[src/hw/rtl/sha256_block_compression_macros.svh]
// Assertion macros for the SHA-256 block compression engine.
// Used by the RTL files that carry concurrent assertions; needs clk and rst_n in scope.
`ifndef SHA256_BLOCK_COMPRESSION_MACROS_SVH
`define SHA256_BLOCK_COMPRESSION_MACROS_SVH

`ifndef SYNTHESIS
`define SHA_ASSERT_COMB(lbl, cond) \
  lbl: assert property (@(posedge clk) disable iff (!rst_n) (cond)) \
    else $error("sha256 assertion failed");
`define SHA_ASSERT_NEXT(lbl, ante, cons) \
  lbl: assert property (@(posedge clk) disable iff (!rst_n) (ante) |=> (cons)) \
    else $error("sha256 assertion failed");
`else
`define SHA_ASSERT_COMB(lbl, cond)
`define SHA_ASSERT_NEXT(lbl, ante, cons)
`endif

`endif

[src/hw/rtl/sha256c_pkg.sv]
// Shared types, constants and round functions for the SHA-256 compression engine.
// No dependencies.
package sha256c_pkg;

  typedef logic [31:0] word_t;
  typedef logic [0:7][31:0] hash_t;

  typedef struct packed {
    logic load;
    logic step;
  } sched_ctrl_t;

  localparam hash_t HASH_IV = '{
    32'h6a09e667, 32'hbb67ae85, 32'h3c6ef372, 32'ha54ff53a,
    32'h510e527f, 32'h9b05688c, 32'h1f83d9ab, 32'h5be0cd19
  };

  localparam word_t ROUND_K [64] = '{
    32'h428a2f98, 32'h71374491, 32'hb5c0fbcf, 32'he9b5dba5,
    32'h3956c25b, 32'h59f111f1, 32'h923f82a4, 32'hab1c5ed5,
    32'hd807aa98, 32'h12835b01, 32'h243185be, 32'h550c7dc3,
    32'h72be5d74, 32'h80deb1fe, 32'h9bdc06a7, 32'hc19bf174,
    32'he49b69c1, 32'hefbe4786, 32'h0fc19dc6, 32'h240ca1cc,
    32'h2de92c6f, 32'h4a7484aa, 32'h5cb0a9dc, 32'h76f988da,
    32'h983e5152, 32'ha831c66d, 32'hb00327c8, 32'hbf597fc7,
    32'hc6e00bf3, 32'hd5a79147, 32'h06ca6351, 32'h14292967,
    32'h27b70a85, 32'h2e1b2138, 32'h4d2c6dfc, 32'h53380d13,
    32'h650a7354, 32'h766a0abb, 32'h81c2c92e, 32'h92722c85,
    32'ha2bfe8a1, 32'ha81a664b, 32'hc24b8b70, 32'hc76c51a3,
    32'hd192e819, 32'hd6990624, 32'hf40e3585, 32'h106aa070,
    32'h19a4c116, 32'h1e376c08, 32'h2748774c, 32'h34b0bcb5,
    32'h391c0cb3, 32'h4ed8aa4a, 32'h5b9cca4f, 32'h682e6ff3,
    32'h748f82ee, 32'h78a5636f, 32'h84c87814, 32'h8cc70208,
    32'h90befffa, 32'ha4506ceb, 32'hbef9a3f7, 32'hc67178f2
  };

  function automatic word_t small_sigma0(input word_t x);
    return {x[6:0], x[31:7]} ^ {x[17:0], x[31:18]} ^ {3'b000, x[31:3]};
  endfunction

  function automatic word_t small_sigma1(input word_t x);
    return {x[16:0], x[31:17]} ^ {x[18:0], x[31:19]} ^ {10'b0, x[31:10]};
  endfunction

  function automatic word_t big_sigma0(input word_t x);
    return {x[1:0], x[31:2]} ^ {x[12:0], x[31:13]} ^ {x[21:0], x[31:22]};
  endfunction

  function automatic word_t big_sigma1(input word_t x);
    return {x[5:0], x[31:6]} ^ {x[10:0], x[31:11]} ^ {x[24:0], x[31:25]};
  endfunction

  function automatic hash_t sha_round(input hash_t v, input word_t k, input word_t w);
    word_t ch;
    word_t mj;
    word_t t1;
    word_t t2;
    hash_t r;
    ch = (v[4] & v[5]) ^ (~v[4] & v[6]);
    mj = (v[0] & v[1]) ^ (v[0] & v[2]) ^ (v[1] & v[2]);
    t1 = v[7] + big_sigma1(v[4]) + ch + k + w;
    t2 = big_sigma0(v[0]) + mj;
    r[0] = t1 + t2;
    r[1] = v[0];
    r[2] = v[1];
    r[3] = v[2];
    r[4] = v[3] + t1;
    r[5] = v[4];
    r[6] = v[5];
    r[7] = v[6];
    return r;
  endfunction

endpackage

[src/hw/rtl/sha256c_sched.sv]
// Message schedule window: a sixteen-word shift line that takes in the block's words
// and then produces one expanded schedule word per round. Depends on sha256c_pkg.
module sha256c_sched
  import sha256c_pkg::*;
(
  input  logic        clk,
  input  sched_ctrl_t ctrl,
  input  word_t       load_word,
  output word_t       w_out
);

  word_t win_r [16];
  word_t expand;

  assign expand = small_sigma1(win_r[14]) + win_r[9] + small_sigma0(win_r[1]) + win_r[0];
  assign w_out  = win_r[0];

  always_ff @(posedge clk) begin
    if (ctrl.load || ctrl.step) begin
      for (int i = 0; i < 15; i++) begin
        win_r[i] <= win_r[i + 1];
      end
      win_r[15] <= ctrl.load ? load_word : expand;
    end
  end

endmodule

[src/hw/rtl/sha256_block_compression.sv]
// SHA-256 block compression engine, top level.
// Depends on sha256c_pkg, sha256c_sched and sha256_block_compression_macros.svh.
//
// Usage: the input channel takes one 32-bit word of the padded message per
// handshake, sixteen words per 512-bit block, big-endian word order. The
// first_block and last_block flags are sampled with the sixteenth word only.
// Words of a block are accepted one per cycle. After the sixteenth word the
// engine runs its 64 rounds, one round per cycle, on a single shared round
// unit, then adds the working variables into the chain hash in the S_ADD
// state before returning to S_LOAD.
// For a last block, the first digest word is valid once S_ADD has registered
// the final hash; the eight words follow at one per cycle while out_ready is high, hash
// word 0 first, the eighth marked by out_digest_last.
// The next block's first fifteen words may be accepted while the digest is
// still being sent; its sixteenth word waits until the receiver has taken all
// eight digest words, so a stalled receiver eventually stalls the input.
// Reset loads the standard initial hash and clears the word count.
module sha256_block_compression
  import sha256c_pkg::*;
(
  input  logic        clk,
  input  logic        rst_n,
  input  logic        in_valid,
  output logic        in_ready,
  input  logic [31:0] in_message_word,
  input  logic        in_first_block,
  input  logic        in_last_block,
  output logic        out_valid,
  input  logic        out_ready,
  output logic [31:0] out_digest_word,
  output logic        out_digest_last
);

  `include "sha256_block_compression_macros.svh"

  typedef enum logic [1:0] {
    S_LOAD,
    S_ROUND,
    S_ADD
  } state_t;

  state_t      state_r;
  hash_t       hash_r;
  hash_t       vars_r;
  logic [3:0]  word_cnt_r;
  logic [5:0]  round_cnt_r;
  logic        last_r;
  logic        out_valid_r;
  logic [2:0]  out_idx_r;
  logic        in_fire;
  logic        out_fire;
  sched_ctrl_t sched_ctrl;
  word_t       sched_w;

  assign in_ready = (state_r == S_LOAD) && !((word_cnt_r == 4'd15) && out_valid_r);
  assign in_fire  = in_valid && in_ready;
  assign out_fire = out_valid_r && out_ready;

  assign out_valid       = out_valid_r;
  assign out_digest_word = hash_r[out_idx_r];
  assign out_digest_last = (out_idx_r == 3'd7);

  assign sched_ctrl.load = in_fire;
  assign sched_ctrl.step = (state_r == S_ROUND);

  sha256c_sched u_sched (
    .clk       (clk),
    .ctrl      (sched_ctrl),
    .load_word (in_message_word),
    .w_out     (sched_w)
  );

  always_ff @(posedge clk) begin
    if (!rst_n) begin
      state_r     <= S_LOAD;
      hash_r      <= HASH_IV;
      word_cnt_r  <= '0;
      round_cnt_r <= '0;
      last_r      <= 1'b0;
      out_valid_r <= 1'b0;
      out_idx_r   <= '0;
    end else begin
      if (out_fire) begin
        if (out_idx_r == 3'd7) begin
          out_valid_r <= 1'b0;
        end
        out_idx_r <= out_idx_r + 3'd1;
      end
      unique case (state_r)
        S_LOAD: begin
          if (in_fire) begin
            word_cnt_r <= word_cnt_r + 4'd1;
            if (word_cnt_r == 4'd15) begin
              last_r      <= in_last_block;
              round_cnt_r <= '0;
              state_r     <= S_ROUND;
              if (in_first_block) begin
                hash_r <= HASH_IV;
                vars_r <= HASH_IV;
              end else begin
                vars_r <= hash_r;
              end
            end
          end
        end
        S_ROUND: begin
          vars_r      <= sha_round(vars_r, ROUND_K[round_cnt_r], sched_w);
          round_cnt_r <= round_cnt_r + 6'd1;
          if (round_cnt_r == 6'd63) begin
            state_r <= S_ADD;
          end
        end
        S_ADD: begin
          for (int i = 0; i < 8; i++) begin
            hash_r[i] <= hash_r[i] + vars_r[i];
          end
          if (last_r) begin
            out_valid_r <= 1'b1;
            out_idx_r   <= '0;
          end
          state_r <= S_LOAD;
        end
        default: begin
          state_r <= S_LOAD;
        end
      endcase
    end
  end

  `SHA_ASSERT_COMB(a_no_output_while_rounds, (state_r != S_ROUND) || !out_valid_r)
  `SHA_ASSERT_COMB(a_word_cnt_idle_in_rounds, (state_r == S_LOAD) || (word_cnt_r == 4'd0))
  `SHA_ASSERT_NEXT(a_rounds_end_in_add, (state_r == S_ROUND) && (round_cnt_r == 6'd63), state_r == S_ADD)
  `SHA_ASSERT_NEXT(a_digest_ends, out_fire && out_digest_last, !out_valid_r)

endmodule
[config.mk]
export PLATFORM = sky130hd
export DESIGN_NAME = sha256_block_compression
export DESIGN_NICKNAME = d
export VERILOG_FILES = /design/src/hw/rtl/sha256c_pkg.sv /design/src/hw/rtl/sha256c_sched.sv /design/src/hw/rtl/sha256_block_compression.sv
export VERILOG_INCLUDE_DIRS = /design/src /design/src/hw/rtl
export SDC_FILE = /design/constraint.sdc
export NUM_CORES = 2
export LEC_CHECK = 0
export BUFFER_PORTS_ARGS = -buffer_cell sky130_fd_sc_hd__buf_2
export CAP_MARGIN = 30
export CORE_UTILIZATION = 55
export DETAILED_ROUTE_END_ITERATION = 12
export PLACE_DENSITY = 0.8
export SLEW_MARGIN = 20
export SYNTH_ARGS = -nofsm -noshare
export SYNTH_HDL_FRONTEND = slang
export SYNTH_SLANG_ARGS = --single-unit
[constraint.sdc]
create_clock -name clk -period 21.5 [get_ports clk]
set_input_delay 4.3 -clock clk [delete_from_list [all_inputs] [get_ports clk]]
set_output_delay 4.3 -clock clk [all_outputs]
set_load 0.005 [all_outputs]
Word level (Yosys, flattened, before mapping):

Memory sizes are Yosys's and may differ from the RTL's.
Cells that the tools add are included.

* eq/ne operators: 8
* order comparisons: 2
* mux-type cells: 27
* bitwise operators: 19
* add/sub/neg operators: 21
* reduce and logical (&&, ||, !) cells: 15

Operators with widths (number)
* case mux 256 bit (2 select lines): 2
* 2-to-1 mux 256 bit: 3
* adder 32 bit: 18
* XOR 32 bit: 9
* bitwise AND 32 bit: 5
* 2-to-1 mux 32 bit: 5
* binary-select mux 32 bit (select 3 bit): 1
* inverter 32 bit: 1
* XOR 32 x 22 -> 32 bit: 1
* XOR 32 x 29 -> 32 bit: 1
* 2-to-1 mux 6 bit: 2
* case mux 6 bit (2 select lines): 1
* AND reduction 3 bit: 4
* 2-to-1 mux 3 bit: 3
* greater-or-equal comparator 7 bit, second input constant: 1
* inverter 6 -> 7 bit: 1
* adder 6 x 1 -> 6 bit, second input constant: 1
* equality test 6 bit, second input constant: 1
* 2-to-1 mux 1 bit: 6
* 2-to-1 mux 2 bit: 3
* adder 4 x 1 -> 4 bit, second input constant: 1
* equality test 4 bit, second input constant: 1
* greater-or-equal comparator 4 bit, second input constant: 1
* logical AND 1 bit: 4
* 14 further kinds: 16

* ROM bits: 2048
* word-level logic and storage cells: 116
* memories: 2
* memory bits (writable): 512
* output and inout port bits: 35
* register bits after elaboration: 529
* bits of input ports: 38

Memory list
* (no name shown): depth 64, width 32, rd ports 1, clocked after Yosys merged registers in 0, wr ports 0, RTL line sha256_block_compression.sv:107 `vars_r <= sha_round(vars_r, ROUND_K[round_cnt_r], sched_w);`
* u_sched.win_r: depth 16, width 32, rd ports 16, clocked after Yosys merged registers in 0, wr ports 16, RTL line sha256c_sched.sv:12 `word_t win_r [16];`

Depth between registers and ports, before layout:

* depth in word-level cells: 8
* depth in mapped cells: 40
* gate-level depth less buffers: 38

Hierarchy:

Synthesis repeated with hierarchy kept, for this count alone.

* cells, all modules: 6691
* area, all modules: 66983.0 µm²

Modules (own cells, without submodules)
* sha256_block_compression: area each 46666.0 µm², times used 1, cells each 5564
* sha256c_sched: area each 20317.0 µm², times used 1, cells each 1127

Worst setup path before layout:

Ideal clock, no wire load.

* path kind: input to register
* start: input in_valid
* end: memory u_sched.win_r[0][0] in the netlist's numbering, enable pin
* arrival time: 13.289 ns
* data required time: 17.842 ns
* cell stages on the path: 4
* setup slack: 4.553 ns
* cell sequence: nand2_1 clkbuf_1 clkbuf_1 nand2_1

RTL lines
* from (decl): RTL line sha256_block_compression.sv:23 `input logic in_valid,`
* to (decl): RTL line sha256c_sched.sv:12

Final worst setup path:

* start: register round_cnt_r[0]
* end: register vars_r[255] in the netlist's numbering (data pin)

* cells in the longest elaborated chain, start to end: 8

RTL lines
* from (decl): RTL line sha256_block_compression.sv:46 `logic [5:0] round_cnt_r;`
* from (signal assigned): RTL line sha256_block_compression.sv:108 `round_cnt_r <= round_cnt_r + 6'd1;`
* inverter 6 -> 7 bit (implied by the code): RTL line sha256_block_compression.sv:107
* memory read (64 x 32 bit)
* 2-to-1 mux 32 bit (implied by the code) (2 in series): RTL line sha256_block_compression.sv:107
* adder 32 bit (2 in series): RTL line sha256c_pkg.sv:61 `t1 = v[7] + big_sigma1(v[4]) + ch + k + w;`
* adder 32 bit: RTL line sha256c_pkg.sv:63 `r[0] = t1 + t2;`
* case mux 256 bit (2 select lines): RTL line sha256_block_compression.sv:89 `unique case (state_r)`
* to (signal assigned): RTL line sha256_block_compression.sv:101 `vars_r <= hash_r;`
* to (signal assigned): RTL line sha256_block_compression.sv:107
* to (decl): RTL line sha256_block_compression.sv:44 `hash_t vars_r;`

Every way passes these cells. The select of a mux whose other input is x is not followed.
A chain may end at the register's enable or synchronous reset.

==> summary.txt <==
Yosys
  • Yosys top cell by area: edfxtp_1
  • Top cell type's share of synthesized area: a little over a third
  • Synthesized area: about 0.066 mm2
  • Most frequent cells after synthesis: edfxtp_1 (768), nand2_1 (748), o21ai_0 (537), a21oi_1 (405), ha_1 (393)
  • Asr flop ratio synth: 0%
  • Yosys reg bits: roughly 1,000
  • Unique masters post-synth: 91
  • Mapped Nets: 7,102
  • Post-synth EDFFs: around 770
  • Synth area leaders: edfxtp_1 (35%), dfxtp_1 (8.3%), ha_1 (7.4%)
  • Syn Inst Count: 6,476
  • Dominant synthesized flop cell: edfxtp_1
  • Synthesized area per cell: ~10 um2
  • Most frequent cell after synthesis: edfxtp_1
  • Synth Warn #: 0
  • Sequential fraction of the synthesis area: a little over two fifths

Setup path
  • Max incr delay on CP: about 780 ps
  • CP Data Required Time: roughly 22,000 ps
  • Bufs and invs on worst path: 7
  • CP Data Arrival Time: roughly 11,000 ps
  • CP Launch Type: flip-flop
  • Critical path class: reg2reg
  • Crit path capture type: flip-flop
  • Crit path max fanout: 30
  • Slowest cell on crit path: nor4_1
  • Kind of cell adding the most delay to the critical path: adder cells

Power
  • Worst IR Drop VDD: between 0.15 and 0.2 mV
  • Leakage Power: 0.02785 uW
  • Power Dens Cells: 86.12 mW/mm2

Place
  • Hpwl dp: 150,100 um
  • Dpl cells: roughly 8,000
  • Port-buffer cells: 72
  • Dpl ws: approximately 11,000 ps
  • GPL Wtd Cong: slightly below 1

Timing
  • Slew @ Worst Pin: ~1300 ps
  • Relative max-transition margin: between 10% and 20%
  • Final setup margin: between 10,000 and 15,000 ps
  • RSZ-0062 raised after global routing: no
  • Max Slew Vio Count: 0
  • Final worst path period share: 49.18%
  • Minimum clock period: around 11,000 ps
  • Clock skew: 80.05 ps
  • Final setup viols: 0
  • Hold Vio Cnt, Final: 0
  • Fmax: approximately 95 MHz
  • Setup TNS: 0 ps

Final layout
  • Final core occ: between 60% and 70%
  • # diodes: 0
  • Nets@finish: ~7,000
  • P&R area growth vs syn: 8.628%
  • Fill cell count: 9,656
  • Final non-filler cell total: between 8,000 and 9,000
  • Share of layout cells above drive strength 1: between 7 and 8%

Floorplan
  • Die extent in x: 348.6 um
  • DIE HEIGHT: 348.6 um
  • Initial Util: 55.73%
  • Die ar.: ~0.12 mm2
  • I/O pin count: 73
  • Core area: ~0.12 mm2
  • Row count: about 130

Global route
  • Largest net degree at the start of global routing: ~230
  • Vias in the first global route: 49,010
  • Remaining global-route overflow: 0
  • GRT Util Overall: between 30% and 40%
  • Initial antenna violation count: 2
  • Global-route wire length before repair: about 310,000 um

Detailed routing
  • DR DRC count: 0
  • Routed len/inst: between 20 and 30 um
  • Vias: roughly 52,000
  • DR pass1 iterations: 8
  • Vias per Instance: 6.424
  • DRT iter0 DRCs: 7,031
  • Final WL: 208,500 um
  • Antenna viol nets, final: 0

Clock tree
  • Clk root buf: clkbuf_16
  • Number of post-CTS setup repair buffers: 0
  • Skew-Pair Late Insertion Delay: ~750 ps
  • Clk sinks: approximately 1,000
  • Post-CTS sizing: 0
  • H-tree depth: 3
  • CTS tree: yes
  • Cts bufs inserted: about 110
  • CTS max path bufs: 3
  • CTS clk-pin slew, worst paths: around 70 ps
  • CTS Hold Bufs: 0

Run status
  • Outcome: finished clean

Run
  • Max_cap viols: 0

Hold path
  • Hold WC Path Type: reg2reg
## layout by cell type, fill, tap and decap left out, types with 17 or more instances in the layout
master     instances
xnor2_1          359
a211oi_1          62
mux2i_1           17
o21a_1            51
and3_1            24
a21boi_0          45
o211ai_1          38
a22oi_1           32
clkbuf_1          24
and2_1            30
o22ai_1           39
clkbuf_16        111
nor3_1           141
ha_1             393
xor2_1           202
buf_4             55
nand4_1           21
fa_1             195
a21o_1           201
o21ai_0          537
a21oi_1          405
nand3_1          115
buf_2             71
nand3b_1         122
dfxtp_1          267
or2_2             19
o31ai_1           37
a31oi_1           57
nand2_1          745
nand2b_1          71
nor2_1           318
nor2b_1           79
or3_1             35
edfxtp_1         768
mux2_2            52
mux4_2            71
inv_1            322
o21bai_1          48
## cells by family (layout without fill, tap and decap cells)
| family | Yosys count | in the layout | synth area share (%) |
|---|---|---|---|
| AND/OR/NAND/NOR | 1768 | 1768 | 12.51 |
| AO/OA/AOI/OAI | 1717 | 1717 | 16.17 |
| flip-flops | 1041 | 1041 | 43.18 |
| buffers and inverters | 658 | 669 | 3.746 |
| adder cells (fa/ha/maj) | 591 | 591 | 13.40 |
| XOR/XNOR | 561 | 561 | 7.437 |
| multiplexers | 140 | 140 | 3.564 |
## flip-flops by register name, summed over array words and instances (netlist names)
| signal | count |
|---|---|
| vars_r | 256 |
| out_valid | 1 |
| word_cnt_r | 4 |
| round_cnt_r | 6 |
| u_sched.win_r | 512 |
| last_r | 1 |
| hash_r | 256 |
| out_idx_r | 3 |
| state_r | 2 |
## stage by stage
step / area (um2) / hold WS [ps] / power, uW
CTS: 71700 / 343.6 / 6156
global placement: 67730 / 400.2 / 4062
floorplan: 66070 / 400.3 / 3648
finish: 71770 / 346.4 / 6181
detailed placement: 67820 / 404.5 / 4110
global route: 71770 / 352.0 / 6436
## worst reg2reg max path: cells and delay by family (launching register included)
kind | cells | cell delay, ps
xor+xnor | 2 | 420
fa+ha+maj | 8 | 3450
compound gates | 13 | 2770
simple gates | 6 | 2190
buf+inv | 7 | 1150
flops | 1 | 310
## where the power goes
group | internal [uW] | switching (uW)
logic | 707 | 1030
registers | 2320 | 88.8
clock network | 1170 | 868
## worst paths after layout
path	start	end	slack, ps	cells after the start
hold / removal	u_sched.win_r[3][23]	u_sched.win_r[2][23]	350	0
hold reg to reg	u_sched.win_r[3][23]	u_sched.win_r[2][23]	350	0
setup reg to reg	round_cnt_r[0]	vars_r[255]	10930	36
setup / recovery	round_cnt_r[0]	vars_r[255]	10930	36
## layout make-up
type | instances | area [um2] | share of cell area (%)
Inverter | 326 | 1224 | 1.705
Sequential cell | 1041 | 28540 | 39.76
Clock inverter | 58 | 830.8 | 1.158
Multi-Input combinational cell | 4777 | 35150 | 48.97
Tap cell | 1600 | 2002 | 2.789
Timing Repair Buffer | 137 | 984.7 | 1.372
Clock buffer | 148 | 3047 | 4.245
## routing by layer
| layer | GRT usage (%) | wire length (um) | up-vias |
|---|---|---|---|
| met1 | 47.38 | 84040 | 25300 |
| met3 | 7.834 | 23920 | 548 |
| met5 | 0 | 44 | - |
| met4 | 14.92 | 10410 | 6 |
| li1 | - | - | 23140 |
| met2 | 50.44 | 90050 | 2964 |
Power figures use the tool's default switching activity.
